===== src/rtl/assert_macros.svh =====
// ----------------------------------------------------------------------------
// Assertion macros
// Clocked implication checks with a synchronous reset disable.
// ----------------------------------------------------------------------------
`ifndef ASSERT_MACROS_SVH
`define ASSERT_MACROS_SVH

// antecedent implies consequent in the same cycle
`define ASSERT_SAME(label, clk, rst, ante, cons, msg) \
   label: assert property (@(posedge clk) disable iff (rst) (ante) |-> (cons)) \
      else $error(msg);

// antecedent implies consequent in the next cycle
`define ASSERT_NEXT(label, clk, rst, ante, cons, msg) \
   label: assert property (@(posedge clk) disable iff (rst) (ante) |=> (cons)) \
      else $error(msg);

`endif


===== src/rtl/cdatc_pkg.sv =====
// ----------------------------------------------------------------------------
// cdatc_pkg
// Constants and register indexes for the CD audio track checksum block.
// ----------------------------------------------------------------------------
package cdatc_pkg;

   localparam int unsigned FRAME_W   = 32;
   localparam int unsigned SUM_W     = 32;
   localparam int unsigned TRACK_W   = 28;
   localparam int unsigned CSR_IDX_W = 2;

   localparam logic [FRAME_W-1:0] LEAD_SKIP = 32'd2939;
   localparam logic [TRACK_W-1:0] TAIL_SKIP = 28'd2940;

   typedef enum logic [CSR_IDX_W-1:0] {
      CSR_FIRST_TRACK  = 2'd0,
      CSR_FINAL_TRACK  = 2'd1,
      CSR_TRACK_FRAMES = 2'd2
   } csr_index_type;

endpackage


===== src/rtl/cd_audio_track_checksum_top.sv =====
// ----------------------------------------------------------------------------
// cd_audio_track_checksum_top
// The checksum word is registered after its end-of-track word passes stage 1 and stage 2.
// Throughput: one word per cycle; a held checksum stalls the next end word and all behind.
// Reset: synchronous, clears configuration registers, frame counter, sums and valid flags.
// ----------------------------------------------------------------------------
`include "assert_macros.svh"

module cd_audio_track_checksum_top
   import cdatc_pkg::*;
(
   input  logic                    clock,
   input  logic                    reset,
   input  logic                    req_tvalid,
   output logic                    req_tready,
   input  logic [31:0]             req_tdata,   // [31:0] sample_frame
   input  logic                    req_tlast,   // end_of_track
   output logic                    rsp_tvalid,
   input  logic                    rsp_tready,
   output logic [63:0]             rsp_tdata,   // [31:0] checksum_v1, [63:32] checksum_v2
   input  logic                    csr_we,
   input  logic [CSR_IDX_W-1:0]    csr_index,
   input  logic [TRACK_W-1:0]      csr_wdata
);

   // configuration
   logic               first_track_ff, first_track_in;
   logic               final_track_ff, final_track_in;
   logic [TRACK_W-1:0] tail_start_ff, tail_start_in;

   // frame counter
   logic [FRAME_W-1:0] pos_ff, pos_in;

   // stage 1: frame, multiplier, skip
   logic               s1_valid_ff, s1_valid_in;
   logic [FRAME_W-1:0] s1_frame_ff, s1_frame_in;
   logic [FRAME_W-1:0] s1_mult_ff, s1_mult_in;
   logic               s1_skip_ff, s1_skip_in;
   logic               s1_last_ff, s1_last_in;

   // stage 2: product
   logic               s2_valid_ff, s2_valid_in;
   logic [SUM_W-1:0]   s2_lo_ff, s2_lo_in;
   logic [SUM_W-1:0]   s2_hi_ff, s2_hi_in;
   logic               s2_last_ff, s2_last_in;

   // accumulators and output register
   logic [SUM_W-1:0]   sum1_ff, sum1_in;
   logic [SUM_W-1:0]   sum2_ff, sum2_in;
   logic               rsp_valid_ff, rsp_valid_in;
   logic [SUM_W-1:0]   rsp_v1_ff, rsp_v1_in;
   logic [SUM_W-1:0]   rsp_v2_ff, rsp_v2_in;

   logic               out_free, s2_go, s2_ready, s1_ready, req_go;
   logic [2*SUM_W-1:0] product;
   logic [SUM_W-1:0]   acc1, acc2;
   logic               skip_now;

   assign out_free   = !rsp_valid_ff || rsp_tready;
   assign s2_go      = s2_valid_ff && (!s2_last_ff || out_free);
   assign s2_ready   = !s2_valid_ff || s2_go;
   assign s1_ready   = !s1_valid_ff || s2_ready;
   assign req_go     = req_tvalid && s1_ready;
   assign req_tready = s1_ready;

   assign skip_now = (first_track_ff && (pos_ff < LEAD_SKIP)) ||
                     (final_track_ff && (pos_ff >= {{(FRAME_W-TRACK_W){1'b0}}, tail_start_ff}));

   assign product = s1_frame_ff * s1_mult_ff;
   assign acc1    = sum1_ff + s2_lo_ff;
   assign acc2    = sum2_ff + s2_lo_ff + s2_hi_ff;

   always_comb begin
      first_track_in = first_track_ff;
      final_track_in = final_track_ff;
      tail_start_in  = tail_start_ff;
      if (csr_we) begin
         unique case (csr_index)
            CSR_FIRST_TRACK:  first_track_in = csr_wdata[0];
            CSR_FINAL_TRACK:  final_track_in = csr_wdata[0];
            CSR_TRACK_FRAMES: tail_start_in  = (csr_wdata >= TAIL_SKIP) ?
                                               (csr_wdata - TAIL_SKIP) : '0;
            default: ;
         endcase
      end
   end

   always_comb begin
      pos_in      = pos_ff;
      s1_valid_in = s1_valid_ff;
      s1_frame_in = s1_frame_ff;
      s1_mult_in  = s1_mult_ff;
      s1_skip_in  = s1_skip_ff;
      s1_last_in  = s1_last_ff;
      if (s1_ready) begin
         s1_valid_in = req_tvalid;
         s1_frame_in = req_tdata;
         s1_mult_in  = pos_ff + 1'b1;
         s1_skip_in  = skip_now;
         s1_last_in  = req_tlast;
      end
      if (req_go) begin
         pos_in = req_tlast ? '0 : pos_ff + 1'b1;
      end
   end

   always_comb begin
      s2_valid_in = s2_valid_ff;
      s2_lo_in    = s2_lo_ff;
      s2_hi_in    = s2_hi_ff;
      s2_last_in  = s2_last_ff;
      if (s2_ready) begin
         s2_valid_in = s1_valid_ff;
         s2_lo_in    = s1_skip_ff ? '0 : product[SUM_W-1:0];
         s2_hi_in    = s1_skip_ff ? '0 : product[2*SUM_W-1:SUM_W];
         s2_last_in  = s1_last_ff;
      end
   end

   always_comb begin
      sum1_in      = sum1_ff;
      sum2_in      = sum2_ff;
      rsp_valid_in = rsp_valid_ff;
      rsp_v1_in    = rsp_v1_ff;
      rsp_v2_in    = rsp_v2_ff;
      if (rsp_tready) begin
         rsp_valid_in = 1'b0;
      end
      if (s2_go) begin
         if (s2_last_ff) begin
            sum1_in      = '0;
            sum2_in      = '0;
            rsp_valid_in = 1'b1;
            rsp_v1_in    = acc1;
            rsp_v2_in    = acc2;
         end else begin
            sum1_in = acc1;
            sum2_in = acc2;
         end
      end
   end

   always_ff @(posedge clock) begin
      if (reset) begin
         first_track_ff <= 1'b0;
         final_track_ff <= 1'b0;
         tail_start_ff  <= '0;
         pos_ff         <= '0;
         s1_valid_ff    <= 1'b0;
         s2_valid_ff    <= 1'b0;
         sum1_ff        <= '0;
         sum2_ff        <= '0;
         rsp_valid_ff   <= 1'b0;
      end else begin
         first_track_ff <= first_track_in;
         final_track_ff <= final_track_in;
         tail_start_ff  <= tail_start_in;
         pos_ff         <= pos_in;
         s1_valid_ff    <= s1_valid_in;
         s2_valid_ff    <= s2_valid_in;
         sum1_ff        <= sum1_in;
         sum2_ff        <= sum2_in;
         rsp_valid_ff   <= rsp_valid_in;
      end
   end

   always_ff @(posedge clock) begin
      s1_frame_ff <= s1_frame_in;
      s1_mult_ff  <= s1_mult_in;
      s1_skip_ff  <= s1_skip_in;
      s1_last_ff  <= s1_last_in;
      s2_lo_ff    <= s2_lo_in;
      s2_hi_ff    <= s2_hi_in;
      s2_last_ff  <= s2_last_in;
      rsp_v1_ff   <= rsp_v1_in;
      rsp_v2_ff   <= rsp_v2_in;
   end

   assign rsp_tvalid = rsp_valid_ff;
   assign rsp_tdata  = {rsp_v2_ff, rsp_v1_ff};

   `ASSERT_NEXT(a_pos_clear, clock, reset, req_go && req_tlast, pos_ff == '0, "frame counter not cleared at end of track")
   `ASSERT_NEXT(a_sum_clear, clock, reset, s2_go && s2_last_ff, (sum1_ff == '0) && (sum2_ff == '0), "sums not cleared after result")
   `ASSERT_NEXT(a_skip_zero, clock, reset, s1_valid_ff && s1_skip_ff && s2_ready, (s2_lo_ff == '0) && (s2_hi_ff == '0), "skipped frame added to sums")
   `ASSERT_SAME(a_rsp_source, clock, reset, $rose(rsp_valid_ff), $past(s2_valid_ff && s2_last_ff), "result without end-of-track word")

endmodule

===== config.mk =====
export PLATFORM = sky130hd
export DESIGN_NAME = cd_audio_track_checksum_top
export DESIGN_NICKNAME = d
export VERILOG_FILES = /design/src/rtl/cdatc_pkg.sv /design/src/rtl/cd_audio_track_checksum_top.sv
export VERILOG_INCLUDE_DIRS = /design/src /design/src/rtl
export SDC_FILE = /design/constraint.sdc
export NUM_CORES = 2
export LEC_CHECK = 0
export BUFFER_PORTS_ARGS = -buffer_cell sky130_fd_sc_hd__buf_2
export CAP_MARGIN = 40
export CORE_MARGIN = 2
export CORE_UTILIZATION = 44
export CTS_CLUSTER_DIAMETER = 30
export CTS_CLUSTER_SIZE = 12
export DETAILED_ROUTE_END_ITERATION = 8
export PLACE_DENSITY = 0.64
export SYNTH_ARGS = -nofsm -noshare
export SYNTH_HDL_FRONTEND = slang
export SYNTH_SLANG_ARGS = --single-unit

===== constraint.sdc =====
create_clock -name clock -period 8.3 [get_ports clock]
set_clock_uncertainty 0.1 [all_clocks]
set_input_delay 0.415 -clock clock [delete_from_list [all_inputs] [get_ports clock]]
set_output_delay 0.415 -clock clock [all_outputs]
set_load 0.02 [all_outputs]

# Yosys cells after proc, flatten, opt, wreduce, memory -nomap -nowiden
# Index checks and enable logic that the tools add are counted.
[classes] n_addsub=5 multipliers=1 div=0 order_cmp=3 eq_ne=2 shifts=0 n_mux=7 bitwise=0 n_reduce_logical=18
[op_table] operator="32-bit adder" n=3
[op_table] operator="32-bit two-way mux" n=3
[op_table] operator="32-bit by 32-bit multiplier with 64-bit output" n=1
[op_table] operator="32-bit by 1-bit adder with 32-bit output (second input constant)" n=1
[op_table] operator="32-bit by 28-bit greater-or-equal comparator with 1-bit output" n=1
[op_table] operator="32-bit by 12-bit less-than comparator with 1-bit output (second input constant)" n=1
[op_table] operator="28-bit by 12-bit greater-or-equal comparator with 1-bit output (second input constant)" n=1
[op_table] operator="28-bit two-way mux" n=1
[op_table] operator="28-bit by 12-bit subtractor with 28-bit output (second input constant)" n=1
[op_table] operator="2-bit AND reduction" n=4
[op_table] operator="1-bit logical OR" n=5
[op_table] operator="1-bit logical AND" n=4
[op_table] operator="1-bit zero test" n=4
[op_table] operator="1-bit two-way mux" n=3
[op_table] operator="2-bit by 1-bit == test with 1-bit output (second input constant)" n=1
[op_table] operator="2-bit == test (second input constant)" n=1
[op_table] operator="2-bit zero test" n=1
[totals] regBits=324 latch_bits=0 mem_bits_rw=0 romBits=0 inputBits=68 out_inout_bits=66 wordCells=54 n_memories=0

# Longest topological paths before layout
[depth] depth_word=7 depth_mapped=29 ltp_nobuf=27

# Worst setup path before layout
# Ideal clock, no wire load.
[synth_path] path_kind="register to register" startpoint="register s1_mult_ff[2]" endpoint="register s2_hi_ff[24] (data pin)" setup_ps=262 arrival_time_ps=7103 t_required_ps=7938 path_slack_ps=835 path_stages_with_launch=28 path_buffers=2 period_less_slack_ps=7465 cell_sequence="edfxtp_1 clkbuf_1 and2_1 fa_1 inv_1 fa_1 fa_1 fa_1 inv_1 fa_1 inv_1 fa_1 inv_1 fa_1 inv_1 fa_1 inv_1 ha_1 clkbuf_1 nand2_1 or3_1 o22ai_1 o21bai_1 a2111oi_4 o21ai_2 a21oi_1 a21oi_1 mux2_1"
[synth_via] elab_chain_cells=1
[synth_lines] element="start, declared" line_no="cd_audio_track_checksum_top.sv:37" rtl="logic [FRAME_W-1:0] s1_mult_ff, s1_mult_in;"
[synth_lines] element="start signal, assigned" line_no="cd_audio_track_checksum_top.sv:169" rtl="s1_mult_ff <= s1_mult_in;"
[synth_lines] element="32-bit by 32-bit multiplier with 64-bit output" line_no="cd_audio_track_checksum_top.sv:69" rtl="assign product = s1_frame_ff * s1_mult_ff;"
[synth_lines] element="end signal, assigned" line_no="cd_audio_track_checksum_top.sv:173" rtl="s2_hi_ff <= s2_hi_in;"
[synth_lines] element="end, declared" line_no="cd_audio_track_checksum_top.sv:44" rtl="logic [SUM_W-1:0] s2_hi_ff, s2_hi_in;"
# Every way passes these cells.
# A chain may end at the register's enable or synchronous reset.

# Worst setup path after layout
[layout_path] startpoint="register s1_mult_ff[3]" endpoint="register s2_hi_ff[28] (data pin)"
# Same word-level chain as after synthesis.

==> flow_summary.json <==
{
  "period_needed_ns": 8.02,
  "place_hpwl_mm": 110,
  "tightest_slew_ns": 0.947,
  "postRouteAntennaNets": 0,
  "die_w_um": 341,
  "hp-class": "input pin to flop",
  "clk_latency_ns": 0.69,
  "power.density_mw_per_mm2": 114,
  "wire_per_inst_um": 19.5,
  "cap_violations": 0,
  "crit_type": "flop to flop",
  "drv_slew": 0,
  "clockBufferDepth": 3,
  "cts_tree": "done",
  "leakagePower_nw": 27.5,
  "crit_fanout": 23,
  "cp.required_ns": 8.60,
  "synth_edf_count": 195,
  "diodes": 0,
  "async_reset_ff_share_pct": 0,
  "status": "finished, final reports clean",
  "fp-row-count": 123,
  "nNetsFinal": 6773,
  "syn-num-nets": 6600,
  "crit_path_end_kind": "flop",
  "clock.fmax_mhz": 125,
  "vias": 37027,
  "grt_max_degree": 75,
  "arrival_ns": 8.32,
  "synth.most_common_cell": "inv_1",
  "grt_usage_pct": 23.9,
  "portBuffers": 133,
  "drive_above_1_share_pct": 9.37,
  "synth_seq_area_share_pct": 16.9,
  "postLayoutCoreUtil_pct": 50.5,
  "clkTransAtPathRegs_ns": 0.04,
  "vdd_drop_max_mv": 0.154,
  "fp.coreArea_sq_mm": 0.113,
  "pre_cts_slack_ns": 0.151,
  "viasPerCell": 5.29,
  "areaGrowthSynthToFinish_pct": 13.6,
  "synth-main-ff-cell": "edfxtp_1",
  "ys_warn_count": 0,
  "post-route-period-util_pct": 96.6,
  "gp_congestion": 0.924,
  "cts_sinks": 324,
  "yosys-top-cells-count": "930 x inv_1, 929 x fa_1, 628 x and2_1",
  "ios": 134,
  "hold_viol_final": 0,
  "relSlewSlack_pct": 36.4,
  "cts-root-buf": "clkbuf_16",
  "drt_iter0_drc": 2274,
  "wirelength_mm": 136,
  "dr.pass1.iters": 7,
  "critPathLaunchType": "flop",
  "setup_viol": 0,
  "syn_inst": 5249,
  "initial_core_util_pct": 44.4,
  "fillers": 10348,
  "grt_pass1_vias": 39092,
  "grt_pass1_wl_mm": 217,
  "setup_ws_ns": 0.284,
  "cts_buffers": 86,
  "drc": 0,
  "die_area_sq_mm": 0.116,
  "synth_area_per_cell_sq_um": 9.54,
  "synth_top_area_cell": "fa_1",
  "die_h_um": 341,
  "synth.top_cells.by_area": "fa_1 37%, edfxtp_1 12%, ha_1 8.8%",
  "synth-seq-cells": 324,
  "netlist_area_sq_mm": 0.0501,
  "h-tree-depth": 3,
  "overflow": 0,
  "yosysUniqueCellTypes": 81,
  "antenna_found_initial": 1,
  "synth_top_area_share_pct": 37.2
}
[timing repair]
item	4_1_cts	5_1_grt
endpoints found under the hold margin	57	0
endpoints found under the setup margin	0	11
resized for setup	0	8
buffers inserted	0	41
hold buffers	47	0
[kinds of logic (layout without fill, tap and decap cells)]
kind of cell	count (synthesis)	in the layout	synth area share [%]
simple gates	1648	1648	16.8
fa+ha+maj	1283	1283	46.0
buf+inv	1217	1462	9.14
compound gates	595	595	7.92
flops	324	324	16.9
xor+xnor	163	163	2.85
mux	19	19	0.412
[area by class of cell]
cell class                      count  area [sq um]  share of cell area (%)
Multi-Input combinational cell   3708         37100                    65.3
Sequential cell                   324          8440                    14.8
Inverter                          931          3490                    6.15
Timing Repair Buffer              371          2850                    5.01
Clock buffer                       94          2190                    3.86
Tap cell                         1500          1880                    3.30
Clock inverter                     66           903                    1.59
[per-stage QoR]
| stage | power [mW] | TNS, ns | std cells | hold WS [ns] | instance area (sq um) |
|---|---|---|---|---|---|
| 6_report | 6.47 | 0 | 6994 | 0.0408 | 56800 |
| 5_1_grt | 6.71 | -0.00783 | 6994 | 0.0460 | 56800 |
| 4_1_cts | 6.51 | 0 | 6953 | 0.00487 | 56500 |
| 3_5_place_dp | 2.92 | 0 | 6746 | 0.311 | 52900 |
| 3_3_place_gp | 2.91 | 0 | 6739 | 0.303 | 52800 |
| 2_1_floorplan | 2.55 | 0 | 5249 | 0.300 | 50100 |
[final timing paths]
kind | start | end | slack, ns | cells past startpoint
min | csr_wdata[3] | tail_start_ff[3] | 0.04 | 4
max reg2reg | s1_mult_ff[3] | s2_hi_ff[28] | 0.28 | 21
max | s1_mult_ff[3] | s2_hi_ff[28] | 0.28 | 21
min reg2reg | s1_last_ff | s2_last_ff | 0.29 | 0
[flip-flops by register name, summed over array words and instances (netlist names), 28 cells and up]
signal	cells
s1_frame_ff	32
sum2_ff	32
pos_ff	32
sum1_ff	32
tail_start_ff	28
s2_hi_ff	32
s2_lo_ff	32
rsp_v2_ff	32
rsp_v1_ff	32
s1_mult_ff	32
[routing by layer]
layer	part of all wire, %	vias up	track usage (%)
li1	-	16748	-
met1	42	19101	31.0
met2	50	920	41.1
met3	4.4	258	2.96
met4	4.0	0	8.96
met5	0	-	0
[where the power goes]
group / switching [mW] / internal (mW) / leakage [nW]
clock network: 1.17 / 2.37 / 1.47
registers: 0.119 / 1.81 / 3.14
logic: 0.625 / 0.379 / 22.9
total: 1.91 / 4.56 / 27.5
[critical path: stages, from the launching register on]
cell       delay [ns]
edfxtp_1         0.50
buf_4            0.28
and2_1           0.18
fa_1             0.50
inv_1            0.05
fa_1             0.49
fa_1             0.45
fa_1             0.55
inv_1            0.05
fa_1             0.48
fa_1             0.57
fa_1             0.43
fa_1             0.47
ha_2             0.40
nand2_1          0.14
or3_1            0.41
o41a_1           0.40
a2111oi_4        0.48
o21ai_2          0.15
a21oi_2          0.19
a21oi_1          0.11
mux2_1           0.31
[cells in the final DEF (no fill, tap or decap), drive strengths merged, types with 36 or more instances in the layout]
| cell type | count |
|---|---|
| and2 | 628 |
| dlygate4sd3 | 47 |
| xnor2 | 106 |
| edfxtp | 195 |
| xor2 | 57 |
| o21ai | 88 |
| buf | 323 |
| ha | 354 |
| and3 | 38 |
| nand3 | 47 |
| a21o | 65 |
| a21oi | 191 |
| nand2 | 545 |
| nor2 | 220 |
| clkinv | 36 |
| clkbuf | 95 |
| dfxtp | 129 |
| a22oi | 60 |
| fa | 929 |
| inv | 936 |
(Power assumes the default switching activity.)
